## src/rtl/packet_to_frame_reassembly_tracker_macros.svh

```systemverilog
// Assertion macros for the packet reassembly tracker.
// Uses clk_i and rst_ni of the including module; no other dependencies.
`ifndef PACKET_TO_FRAME_REASSEMBLY_TRACKER_MACROS_SVH
`define PACKET_TO_FRAME_REASSEMBLY_TRACKER_MACROS_SVH

// condition implies consequence in the same cycle
`define PRTK_ASSERT_NOW(lbl, ante, cons, msg) \
  lbl: assert property (@(posedge clk_i) disable iff (!rst_ni) (ante) |-> (cons)) \
    else $error(msg);

// condition implies consequence in the next cycle
`define PRTK_ASSERT_NEXT(lbl, ante, cons, msg) \
  lbl: assert property (@(posedge clk_i) disable iff (!rst_ni) (ante) |=> (cons)) \
    else $error(msg);

`endif

```

## src/rtl/prtk_pkg.sv

```systemverilog
// Shared types and constants for the packet reassembly tracker.
// No dependencies; imported by every module of the block.
package prtk_pkg;

  localparam int MaxPackets = 1024;
  localparam int IdxW       = $clog2(MaxPackets);
  localparam int CntW       = IdxW + 1;
  localparam int RowBits    = 8;
  localparam int BitW       = $clog2(RowBits);
  localparam int RowCnt     = MaxPackets / RowBits;
  localparam int ProdW      = IdxW + 16;
  localparam int EndW       = ProdW + 1;

  localparam logic CfgFrameLimit = 1'b0;
  localparam logic CfgSlotStride = 1'b1;

  typedef enum logic [1:0] {
    ReqStart  = 2'd0,
    ReqPacket = 2'd1,
    ReqClear  = 2'd2,
    ReqNone   = 2'd3
  } req_e;

  typedef enum logic [2:0] {
    StStarted       = 3'd0,
    StAccepted      = 3'd1,
    StIdRange       = 3'd2,
    StDuplicate     = 3'd3,
    StOversize      = 3'd4,
    StCleared       = 3'd5,
    StCountTooLarge = 3'd6,
    StUnused        = 3'd7
  } status_e;

  typedef struct packed {
    req_e               req;
    logic [31:0]        fid;
    logic [15:0]        cnt;
    logic [15:0]        pid;
    logic [15:0]        len;
    logic [ProdW-1:0]   prod;
  } item_t;

  typedef struct packed {
    logic set;
    logic clear_all;
  } map_upd_t;

  // member order gives the tdata layout, status in the low bits
  typedef struct packed {
    logic [3:0]      pad;
    logic [31:0]     current_frame;
    logic            any_received;
    logic            frame_has_gap;
    logic            frame_complete;
    logic [23:0]     frame_bytes;
    logic [CntW-1:0] expected_total;
    logic [CntW-1:0] received_total;
    logic [15:0]     write_length;
    logic [23:0]     write_offset;
    status_e         status;
  } result_t;

endpackage

```

## src/rtl/prtk_seen_map.sv

```systemverilog
// Received-packet bitmap: 128 x 8 memory with per-row valid flops.
// Depends on prtk_pkg.
module prtk_seen_map (
  input  logic                     clk_i,
  input  logic                     rst_ni,
  input  logic                     rd_en_i,
  input  logic [prtk_pkg::IdxW-1:0] rd_idx_i,
  input  prtk_pkg::map_upd_t       upd_i,
  output logic                     seen_o
);
  import prtk_pkg::*;

  logic [RowBits-1:0] mem [RowCnt];
  logic [RowBits-1:0] rdata_q;
  logic [RowBits-1:0] fwd_data_q;
  logic               fwd_hit_q;
  logic [IdxW-1:0]    rd_idx_q;
  logic [RowCnt-1:0]  valid_q;

  logic [IdxW-BitW-1:0] cur_row;
  logic [RowBits-1:0]   row_eff;
  logic [RowBits-1:0]   wr_data;

  assign cur_row = rd_idx_q[IdxW-1:BitW];

  // an invalid row reads as empty; a write on the edge of the read is forwarded
  always_comb begin
    if (!valid_q[cur_row]) begin
      row_eff = '0;
    end else if (fwd_hit_q) begin
      row_eff = fwd_data_q;
    end else begin
      row_eff = rdata_q;
    end
    wr_data = row_eff | (RowBits'(1) << rd_idx_q[BitW-1:0]);
  end

  assign seen_o = row_eff[rd_idx_q[BitW-1:0]];

  always_ff @(posedge clk_i) begin
    if (upd_i.set) begin
      mem[cur_row] <= wr_data;
    end
    if (rd_en_i) begin
      rdata_q    <= mem[rd_idx_i[IdxW-1:BitW]];
      fwd_data_q <= wr_data;
    end
  end

  always_ff @(posedge clk_i or negedge rst_ni) begin
    if (!rst_ni) begin
      valid_q   <= '0;
      fwd_hit_q <= 1'b0;
      rd_idx_q  <= '0;
    end else begin
      if (upd_i.clear_all) begin
        valid_q <= '0;
      end else if (upd_i.set) begin
        valid_q[cur_row] <= 1'b1;
      end
      if (rd_en_i) begin
        rd_idx_q  <= rd_idx_i;
        fwd_hit_q <= upd_i.set && (cur_row == rd_idx_i[IdxW-1:BitW]);
      end
    end
  end

endmodule

```

## src/rtl/prtk_track.sv

```systemverilog
// Frame state and per-word decision: checks, counters, high-water mark.
// Depends on prtk_pkg.
module prtk_track (
  input  logic               clk_i,
  input  logic               rst_ni,
  input  logic               adv_i,
  input  prtk_pkg::item_t    item_i,
  input  logic               seen_i,
  input  logic [23:0]        frame_limit_i,
  output prtk_pkg::map_upd_t upd_o,
  output logic               res_valid_o,
  output prtk_pkg::result_t  res_o
);
  import prtk_pkg::*;

  logic [CntW-1:0] seen_cnt_q, seen_cnt_d;
  logic [CntW-1:0] exp_cnt_q, exp_cnt_d;
  logic [23:0]     hw_q, hw_d;
  logic [31:0]     fid_q, fid_d;

  logic [EndW-1:0] end_sum;
  status_e         status;
  logic [23:0]     woff;
  logic [15:0]     wlen;
  logic            do_set;
  logic            do_clr;

  assign end_sum = EndW'(item_i.prod) + EndW'(item_i.len);

  always_comb begin
    seen_cnt_d  = seen_cnt_q;
    exp_cnt_d   = exp_cnt_q;
    hw_d        = hw_q;
    fid_d       = fid_q;
    status      = StStarted;
    woff        = '0;
    wlen        = '0;
    do_set      = 1'b0;
    do_clr      = 1'b0;
    res_valid_o = 1'b1;
    unique case (item_i.req)
      ReqStart: begin
        if (item_i.cnt > 16'(MaxPackets)) begin
          status = StCountTooLarge;
        end else begin
          fid_d      = item_i.fid;
          exp_cnt_d  = item_i.cnt[CntW-1:0];
          seen_cnt_d = '0;
          hw_d       = '0;
          do_clr     = 1'b1;
          status     = StStarted;
        end
      end
      ReqPacket: begin
        // expected never exceeds the map size, so this also bounds the id
        priority if (item_i.pid >= 16'(exp_cnt_q)) begin
          status = StIdRange;
        end else if (seen_i) begin
          status = StDuplicate;
        end else if (end_sum > EndW'(frame_limit_i)) begin
          status = StOversize;
        end else begin
          status     = StAccepted;
          do_set     = 1'b1;
          seen_cnt_d = seen_cnt_q + CntW'(1);
          if (end_sum > EndW'(hw_q)) begin
            hw_d = end_sum[23:0];
          end
          woff = item_i.prod[23:0];
          wlen = item_i.len;
        end
      end
      ReqClear: begin
        exp_cnt_d  = '0;
        seen_cnt_d = '0;
        do_clr     = 1'b1;
        status     = StCleared;
      end
      default: begin
        res_valid_o = 1'b0;
      end
    endcase
  end

  assign upd_o.set       = adv_i && do_set;
  assign upd_o.clear_all = adv_i && do_clr;

  always_comb begin
    res_o                = '0;
    res_o.status         = status;
    res_o.write_offset   = woff;
    res_o.write_length   = wlen;
    res_o.received_total = seen_cnt_d;
    res_o.expected_total = exp_cnt_d;
    res_o.frame_bytes    = hw_d;
    res_o.frame_complete = (seen_cnt_d == exp_cnt_d);
    res_o.frame_has_gap  = (seen_cnt_d < exp_cnt_d);
    res_o.any_received   = (seen_cnt_d != '0);
    res_o.current_frame  = fid_d;
  end

  always_ff @(posedge clk_i or negedge rst_ni) begin
    if (!rst_ni) begin
      seen_cnt_q <= '0;
      exp_cnt_q  <= '0;
      hw_q       <= '0;
      fid_q      <= '0;
    end else if (adv_i) begin
      seen_cnt_q <= seen_cnt_d;
      exp_cnt_q  <= exp_cnt_d;
      hw_q       <= hw_d;
      fid_q      <= fid_d;
    end
  end

endmodule

```

## src/rtl/packet_to_frame_reassembly_tracker.sv

```systemverilog
// Top level of the packet reassembly tracker: input and result registers,
// config registers. Depends on prtk_pkg, prtk_seen_map, prtk_track, macros header.
//
//   channel   dir  width        holds
//   s_axis    in   80 + user 2  one request word
//   m_axis    out  128          one result word per request (none for unused kind)
//   cfg       in   1 + 24       frame limit / slot stride writes
//
// Slot product and bitmap row read are registered at accept; the decision on them
// is registered into the result register. One word per cycle while results do
// not stall; the bitmap row read-modify-write sets the pace.
// Reset clears bitmap row flags at once, so no clearing pass is needed.
// A stalled result holds a waiting input word and drops s_axis_tready.
`include "packet_to_frame_reassembly_tracker_macros.svh"

module packet_to_frame_reassembly_tracker (
  input  logic          clk_i,
  input  logic          rst_ni,
  input  logic          s_axis_tvalid,
  output logic          s_axis_tready,
  // new_frame_id[31:0], expected_packets_in[47:32], packet_index[63:48],
  // payload_length[79:64]
  input  logic [79:0]   s_axis_tdata,
  // req_type[1:0]
  input  logic [1:0]    s_axis_tuser,
  output logic          m_axis_tvalid,
  input  logic          m_axis_tready,
  // status[2:0], write_offset[26:3], write_length[42:27], received_total[53:43],
  // expected_total[64:54], frame_bytes[88:65], frame_complete[89],
  // frame_has_gap[90], any_received[91], current_frame[123:92], zero[127:124]
  output logic [127:0]  m_axis_tdata,
  input  logic          cfg_we_i,
  input  logic          cfg_idx_i,
  input  logic [23:0]   cfg_wdata_i
);
  import prtk_pkg::*;

  logic [23:0] frame_limit_q;
  logic [15:0] slot_stride_q;

  item_t    in_item;
  item_t    s1_q;
  logic     s1_valid_q;
  logic     s1_adv;
  logic     accept;
  logic     seen;
  map_upd_t upd;
  logic     res_valid;
  result_t  res;
  result_t  m_res_q;
  logic     m_valid_q;

  always_comb begin
    in_item.req  = req_e'(s_axis_tuser);
    in_item.fid  = s_axis_tdata[31:0];
    in_item.cnt  = s_axis_tdata[47:32];
    in_item.pid  = s_axis_tdata[63:48];
    in_item.len  = s_axis_tdata[79:64];
    in_item.prod = ProdW'(s_axis_tdata[48 +: IdxW]) * ProdW'(slot_stride_q);
  end

  assign s1_adv        = !m_valid_q || m_axis_tready;
  assign s_axis_tready = !s1_valid_q || s1_adv;
  assign accept        = s_axis_tvalid && s_axis_tready;

  assign m_axis_tvalid = m_valid_q;
  assign m_axis_tdata  = m_res_q;

  always_ff @(posedge clk_i or negedge rst_ni) begin
    if (!rst_ni) begin
      frame_limit_q <= 24'hFFFFFF;
      slot_stride_q <= 16'd1472;
    end else if (cfg_we_i) begin
      unique case (cfg_idx_i)
        CfgFrameLimit: frame_limit_q <= cfg_wdata_i;
        CfgSlotStride: slot_stride_q <= cfg_wdata_i[15:0];
        default: ;
      endcase
    end
  end

  always_ff @(posedge clk_i) begin
    if (accept) begin
      s1_q <= in_item;
    end
    if (s1_valid_q && s1_adv) begin
      m_res_q <= res;
    end
  end

  always_ff @(posedge clk_i or negedge rst_ni) begin
    if (!rst_ni) begin
      s1_valid_q <= 1'b0;
      m_valid_q  <= 1'b0;
    end else begin
      if (accept) begin
        s1_valid_q <= 1'b1;
      end else if (s1_adv) begin
        s1_valid_q <= 1'b0;
      end
      if (s1_valid_q && s1_adv) begin
        m_valid_q <= res_valid;
      end else if (m_axis_tready) begin
        m_valid_q <= 1'b0;
      end
    end
  end

  prtk_seen_map u_seen_map (
    .clk_i    (clk_i),
    .rst_ni   (rst_ni),
    .rd_en_i  (accept),
    .rd_idx_i (in_item.pid[IdxW-1:0]),
    .upd_i    (upd),
    .seen_o   (seen)
  );

  prtk_track u_track (
    .clk_i         (clk_i),
    .rst_ni        (rst_ni),
    .adv_i         (s1_valid_q && s1_adv),
    .item_i        (s1_q),
    .seen_i        (seen),
    .frame_limit_i (frame_limit_q),
    .upd_o         (upd),
    .res_valid_o   (res_valid),
    .res_o         (res)
  );

  `PRTK_ASSERT_NOW(a_rx_le_exp, m_valid_q, m_res_q.received_total <= m_res_q.expected_total, "received count above expected")
  `PRTK_ASSERT_NOW(a_acc_any, m_valid_q && (m_res_q.status == StAccepted), m_res_q.any_received, "accepted word but nothing received")
  `PRTK_ASSERT_NOW(a_stall_blocks, s1_valid_q && m_valid_q && !m_axis_tready, !s_axis_tready, "input taken while result stalled")
  `PRTK_ASSERT_NEXT(a_clr_empty, upd.clear_all, m_valid_q && (m_res_q.received_total == '0), "clear not applied")

endmodule

```

## config.mk

```make
export PLATFORM = sky130hd
export DESIGN_NAME = packet_to_frame_reassembly_tracker
export DESIGN_NICKNAME = d
export VERILOG_FILES = /design/src/rtl/prtk_pkg.sv /design/src/rtl/prtk_seen_map.sv /design/src/rtl/prtk_track.sv /design/src/rtl/packet_to_frame_reassembly_tracker.sv
export VERILOG_INCLUDE_DIRS = /design/src /design/src/rtl
export SDC_FILE = /design/constraint.sdc
export NUM_CORES = 2
export LEC_CHECK = 0
export BUFFER_PORTS_ARGS = -buffer_cell sky130_fd_sc_hd__buf_4
export CORE_ASPECT_RATIO = 1.2
export CORE_MARGIN = 3
export CORE_UTILIZATION = 35
export CTS_CLUSTER_DIAMETER = 60
export DETAILED_ROUTE_END_ITERATION = 8
export SETUP_SLACK_MARGIN = 0.4
export SLEW_MARGIN = 10
export SYNTH_ARGS = -nofsm -noshare
export SYNTH_HDL_FRONTEND = slang
export SYNTH_HIERARCHICAL = 1
export SYNTH_SLANG_ARGS = --single-unit
```

## constraint.sdc

```tcl
create_clock -name clk_i -period 11.9 [get_ports clk_i]
set_input_delay 3.57 -clock clk_i [delete_from_list [all_inputs] [get_ports clk_i]]
set_output_delay 3.57 -clock clk_i [all_outputs]
set_load 0.05 [all_outputs]
```

Word level (Yosys, flattened, before mapping). Memories as Yosys holds them, arrays and structs flattened. A register that Yosys moved wholly into a read port is not among the register bits. Index checks and enable logic that the tools add are counted. Widths: inputs -> output; s select.

Memories: 1. Flip-flop bits (word level): 499. Input bits: 112. Bits in writable memories: 1024.

Memory list: u_seen_map.mem (words 128, bits a word 8, rd ports 1, clocked after memory_dff 1, wr ports 1, RTL line prtk_seen_map.sv:13) `logic [RowBits-1:0] mem [RowCnt];`.

Reduce and logical (&&, ||, !) cells: 19. Shifts and indexed selects: 1. Equality and inequality tests: 4. Add/subtract/negate cells: 2. $lt $le $gt $ge: 8. Multipliers: 1. Bitwise logic cells: 4. Muxes and demuxes: 43.

Operators by type and width (number): $mux 128 (2); $or 128x128->128 (1); $mux 24 (5); $mux 32 (2); $mux 11 (5); $gt 27x24->1 (2); $pmux 24 s2 (1); $pmux 11 s3 (1); $add 26x16->27 (1); $mul 10x16->26 (1); $pmux 11 s2 (1); $ge 16x11->1 (1); $gt 16x11->1 const B (1); $mux 8 (2); $mux 1 (15); $mux 3 (4); $add 11x1->11 const B (1); $eq 11x11->1 (1); $lt 11x11->1 (1); $reduce_bool 11->1 (1); $pmux 3 s3 (1); $lt 7x8->1 const B (1); $or 8x8->8 (1); $shl 1x3->8 const A (1); other kinds (18) (29).

Logic depth before layout (Yosys ltp).
Depth in word-level cells: 11. Gate-level depth with buffers: 32. Mapped depth without buffers: 32.

Modules after synthesis. Netlist, hierarchy kept.

By module, submodules not included: prtk_seen_map (cells each 2310, times used 1, area each 46270.6 µm², sequential area each 34708.3 µm²); packet_to_frame_reassembly_tracker (cells each 931, times used 1, area each 13808.2 µm², sequential area each 8172.8 µm²); prtk_track (cells each 804, times used 1, area each 7204.4 µm², sequential area each 1951.9 µm²).

Worst setup path before layout. Ideal clock, no wire load.

Kind: input -> register. From: input port m_axis_tready. To: memory u_seen_map.mem[57][0], enable pin. Path slack: 2650 ps. Setup time: 374 ps. Cell stages on the path: 10. Buffers on the path: 4. Arrival time: 8877 ps. Cells stage by stage: nand2b_1 and2_1 clkbuf_1 buf_1 and2_1 clkbuf_1 nor2b_1 nand2_1 clkbuf_1 nor2_1.

RTL lines: start: declaration (RTL line packet_to_frame_reassembly_tracker.sv:27) `input logic m_axis_tready,`; end: declaration (RTL line prtk_seen_map.sv:13).

==> summary.md <==
| Metric | Value |
|---|---|
| First-pass GRT wire length | 243000 um |
| GRT Overall Usage | 16.3% |
| Final Hold Viols | 0 |
| Final Slew Violations | 0 |
| Mean post-synth cell area | 16.6 um2 |
| Placement Rows | 175 |
| CTS Buffer Depth | 3 |
| Worst clock skew | 0.0549 ns |
| Period utilization | 72.4% |
| Share of synthesized registers carrying an async set or reset | 16.9% |
| Status | finished, final reports clean |
| CP arrival | 9.01 ns |
| Routed vias/inst | 5.25 |
| Die Span Y | 486 um |
| Congestion Overflow GR | 0 |
| Core Util, Final | 40.4% |
| Dpl hpwl | 106000 um |
| Port Buffers | 241 |
| Vias in the first global route | 37.2k |
| Antenna viol nets, final | 0 |
| Drt first pass iters | 5 |
| Htree depth | 4 |
| Via count | 36.2k |
| Setup-failing EPs final | 0 |
| Crit. End Element | flop |
| Root Buffer | clkbuf_16 |
| Commonest non-fill, non-tap cells in the layout | 1276 x edfxtp_1, 424 x nor2_1, 341 x mux4_2, 282 x buf_4, 230 x dfrtp_1 |
| Clk_lat worst skew | 0.80 ns |
| Yosys top cell by area | edfxtp_1 |
| EDFF count, synth | 1276 |
| CTS tree | yes |
| I/O pins | 242 |
| Max-Cap Viols | 0 |
| Met3 Use GR | 2.60% |
| Worst Setup Start Kind | flop |
| #FFs+latches synth | 1535 |
| Crit path max fanout | 14 |
| Synth top area share | 56.9% |
| Antenna violations before repair | 3 |
| Synth top area cells | edfxtp_1 57%, mux4_2 11%, dfrtp_1 8.6% |
| Post-CTS setup buffer count | 0 |
| Mapped Area | 67300 um2 |
| Sequential fraction of the synthesis area | 66.6% |
| Post-Route WL | 162000 um |
| # resized after CTS | 0 |
| CTS Buf Count | 157 |
| Post-synth top flop | edfxtp_1 |
| Post-synthesis cell type count | 84 |
| Final Critical Period | 8.61 ns |
| GR Util met1 | 21.0% |
| Reg clk slew, reported paths | 0.06 ns |
| # fillers | 17.0k |
| Grt met2 use | 27.5% |
| Unrepaired setup endpoints after global routing | no |
| PD cells | 202 nW/um2 |
| Slew @ Worst Pin | 1.27 ns |
| Headroom to the max-slew limit | 15.3% |
| Area grow syn2layout | 14.3% |
| Initial Util | 35.4% |
| F_max | 116 MHz |
| Routability Congestion | 0.885 |
| Drc violations | 0 |
| Die area | 198000 um2 |
| Setup CP Type | reg -> reg |
| Core Region | 190000 um2 |
| Share of layout cells above drive strength 1 | 23.4% |
| Hold-fix buffer count after cts | 0 |
| Non-filler cells, final | 6900 |
| Die X | 406 um |
| GR peak layer | met2 |
| Peak supply drop | 202 uV |
| Sink Count | 1535 |
| Hold Path Class | reg -> reg |
| Largest net degree at the start of global routing | 111 |
| Fin nets | 4660 |
| Initial DRC count | 2761 |
| Yosys warns | 6 |
| Mapped Cells | 4045 |
| Req. time, crit path | 12.29 ns |
| Inst Count DP | 6608 |
| Mean routed wirelength per cell | 23.5 um |
| Leakage | 27.8 nW |
| Post-route setup TNS | 0 ns |
| Most common cell after layout, fill and taps aside | edfxtp_1 |
==> per-layer routing <==
layer  routed length [um]  up-vias
met1                66400    18900
met2                80600     1141
met3                 8900      275
met4                 5870        4
li1                     -    15900
met5                   28        -
==> cell usage after synthesis (18+ instances only) <==
cell type and count:
a211oi_1 18, a21o_1 22, a21oi_1 68, a22o_1 52, a22oi_1 29, and2_1 130
buf_2 33, buf_4 19, clkbuf_1 133, dfrtp_1 231, dfstp_2 28, edfxtp_1 1276
fa_1 111, ha_1 148, inv_1 190, mux2_2 124, mux2i_1 24, mux4_2 341
nand2_1 199, nand2b_1 20, nand3_1 34, nand4_1 38, nor2_1 425, nor2b_1 33
nor3_1 36, o21ai_0 41, xnor2_1 37
==> where the power goes <==
group | internal, mW | switching [mW]
clock network | 2.73 | 2.13
logic | 1.63 | 2.59
registers | 6.31 | 0.158
total | 10.7 | 4.88
==> per-stage QoR <==
stage          power, mW  area, um2  worst slack (ns)  hold WS (ns)
2_1_floorplan       9.74      67300              2.65         0.457
3_3_place_gp        10.8      71800              2.65         0.474
3_5_place_dp        10.8      71800              2.64         0.484
4_1_cts             15.7      76900              3.30         0.498
5_1_grt             16.5      76900              2.78         0.513
6_report            15.6      76900              3.29         0.493
==> cell families (layout without fill, tap and decap cells) <==
kind of cell | count (synthesis) | in the layout | share of synthesized area [%]
AND/OR/NAND/NOR | 968 | 968 | 6.65
XOR/XNOR | 54 | 54 | 0.703
AO/OA/AOI/OAI | 343 | 343 | 3.66
buffers and inverters | 396 | 768 | 2.45
flip-flops | 1535 | 1535 | 66.6
other | 1 | 6 | 0.00557
multiplexers | 489 | 489 | 13.8
adder cells (fa/ha/maj) | 259 | 259 | 6.05
==> final cells by class <==
| type | instances | area [um2] | area share, % |
|---|---|---|---|
| Sequential cell | 1535 | 44800 | 58.3 |
| Multi-Input combinational cell | 2117 | 20900 | 27.2 |
| Clock buffer | 215 | 4260 | 5.54 |
| Tap cell | 2478 | 3100 | 4.03 |
| Timing Repair Buffer | 287 | 2200 | 2.86 |
| Clock inverter | 75 | 856 | 1.11 |
| Inverter | 191 | 719 | 0.935 |
| Antenna cell | 2 | 5.00 | 0.00651 |
==> registers in the layout, summed over array words and instances, names as in the netlist <==
register and cells:
m_axis_tdata 128, slot_stride_q 16, u_track/fid_q 32, frame_limit_q 24, s1_valid_q 1, u_seen_map/fwd_hit_q 1
u_seen_map/valid_q 128, u_track/hw_q 24, u_seen_map/rd_idx_q 10, u_track/exp_cnt_q 11, u_track/seen_cnt_q 11, s1_q 108
m_axis_tvalid 1, u_seen_map/mem 1024, u_seen_map/fwd_data_q 8, u_seen_map/rdata_q 8
==> critical path: stages (launching register included) <==
cell	delay [ns]
edfxtp_1	0.39
ha_1	0.24
fa_1	0.43
a211oi_1	0.23
o21bai_1	0.16
o2111ai_1	0.48
a21oi_1	0.13
nor3_1	0.33
nor2_1	0.12
nand3_1	0.11
xnor2_1	0.21
ha_1	0.32
a211oi_1	0.20
o21ai_0	0.17
a2111oi_0	0.73
o211ai_1	0.18
o2111ai_1	0.20
nand4_1	0.55
nor2_2	0.28
and2_1	0.48
nand3_1	1.04
nor2_1	1.23
==> worst paths after layout <==
path                            slack [ns]  cells past startpoint                                from                                 end
worst max-delay path                  3.29                     21                   s1_q[0]$_DFFE_PP_      u_seen_map/mem[5][0]$_DFFE_PP_
worst min-delay path                  0.49                      2  u_seen_map/valid_q[56]$_DFFE_PN0P_  u_seen_map/valid_q[56]$_DFFE_PN0P_
worst max register to register        3.29                     21                   s1_q[0]$_DFFE_PP_      u_seen_map/mem[5][0]$_DFFE_PP_
worst min register to register        0.49                      2  u_seen_map/valid_q[56]$_DFFE_PN0P_  u_seen_map/valid_q[56]$_DFFE_PN0P_
max in group asynchronous             7.53                      2                              rst_ni  u_seen_map/rd_idx_q[5]$_DFFE_PN0P_
min in group asynchronous             2.78                      1                              rst_ni        u_track/hw_q[20]$_DFFE_PN0P_
(Power assumes the default switching activity.)
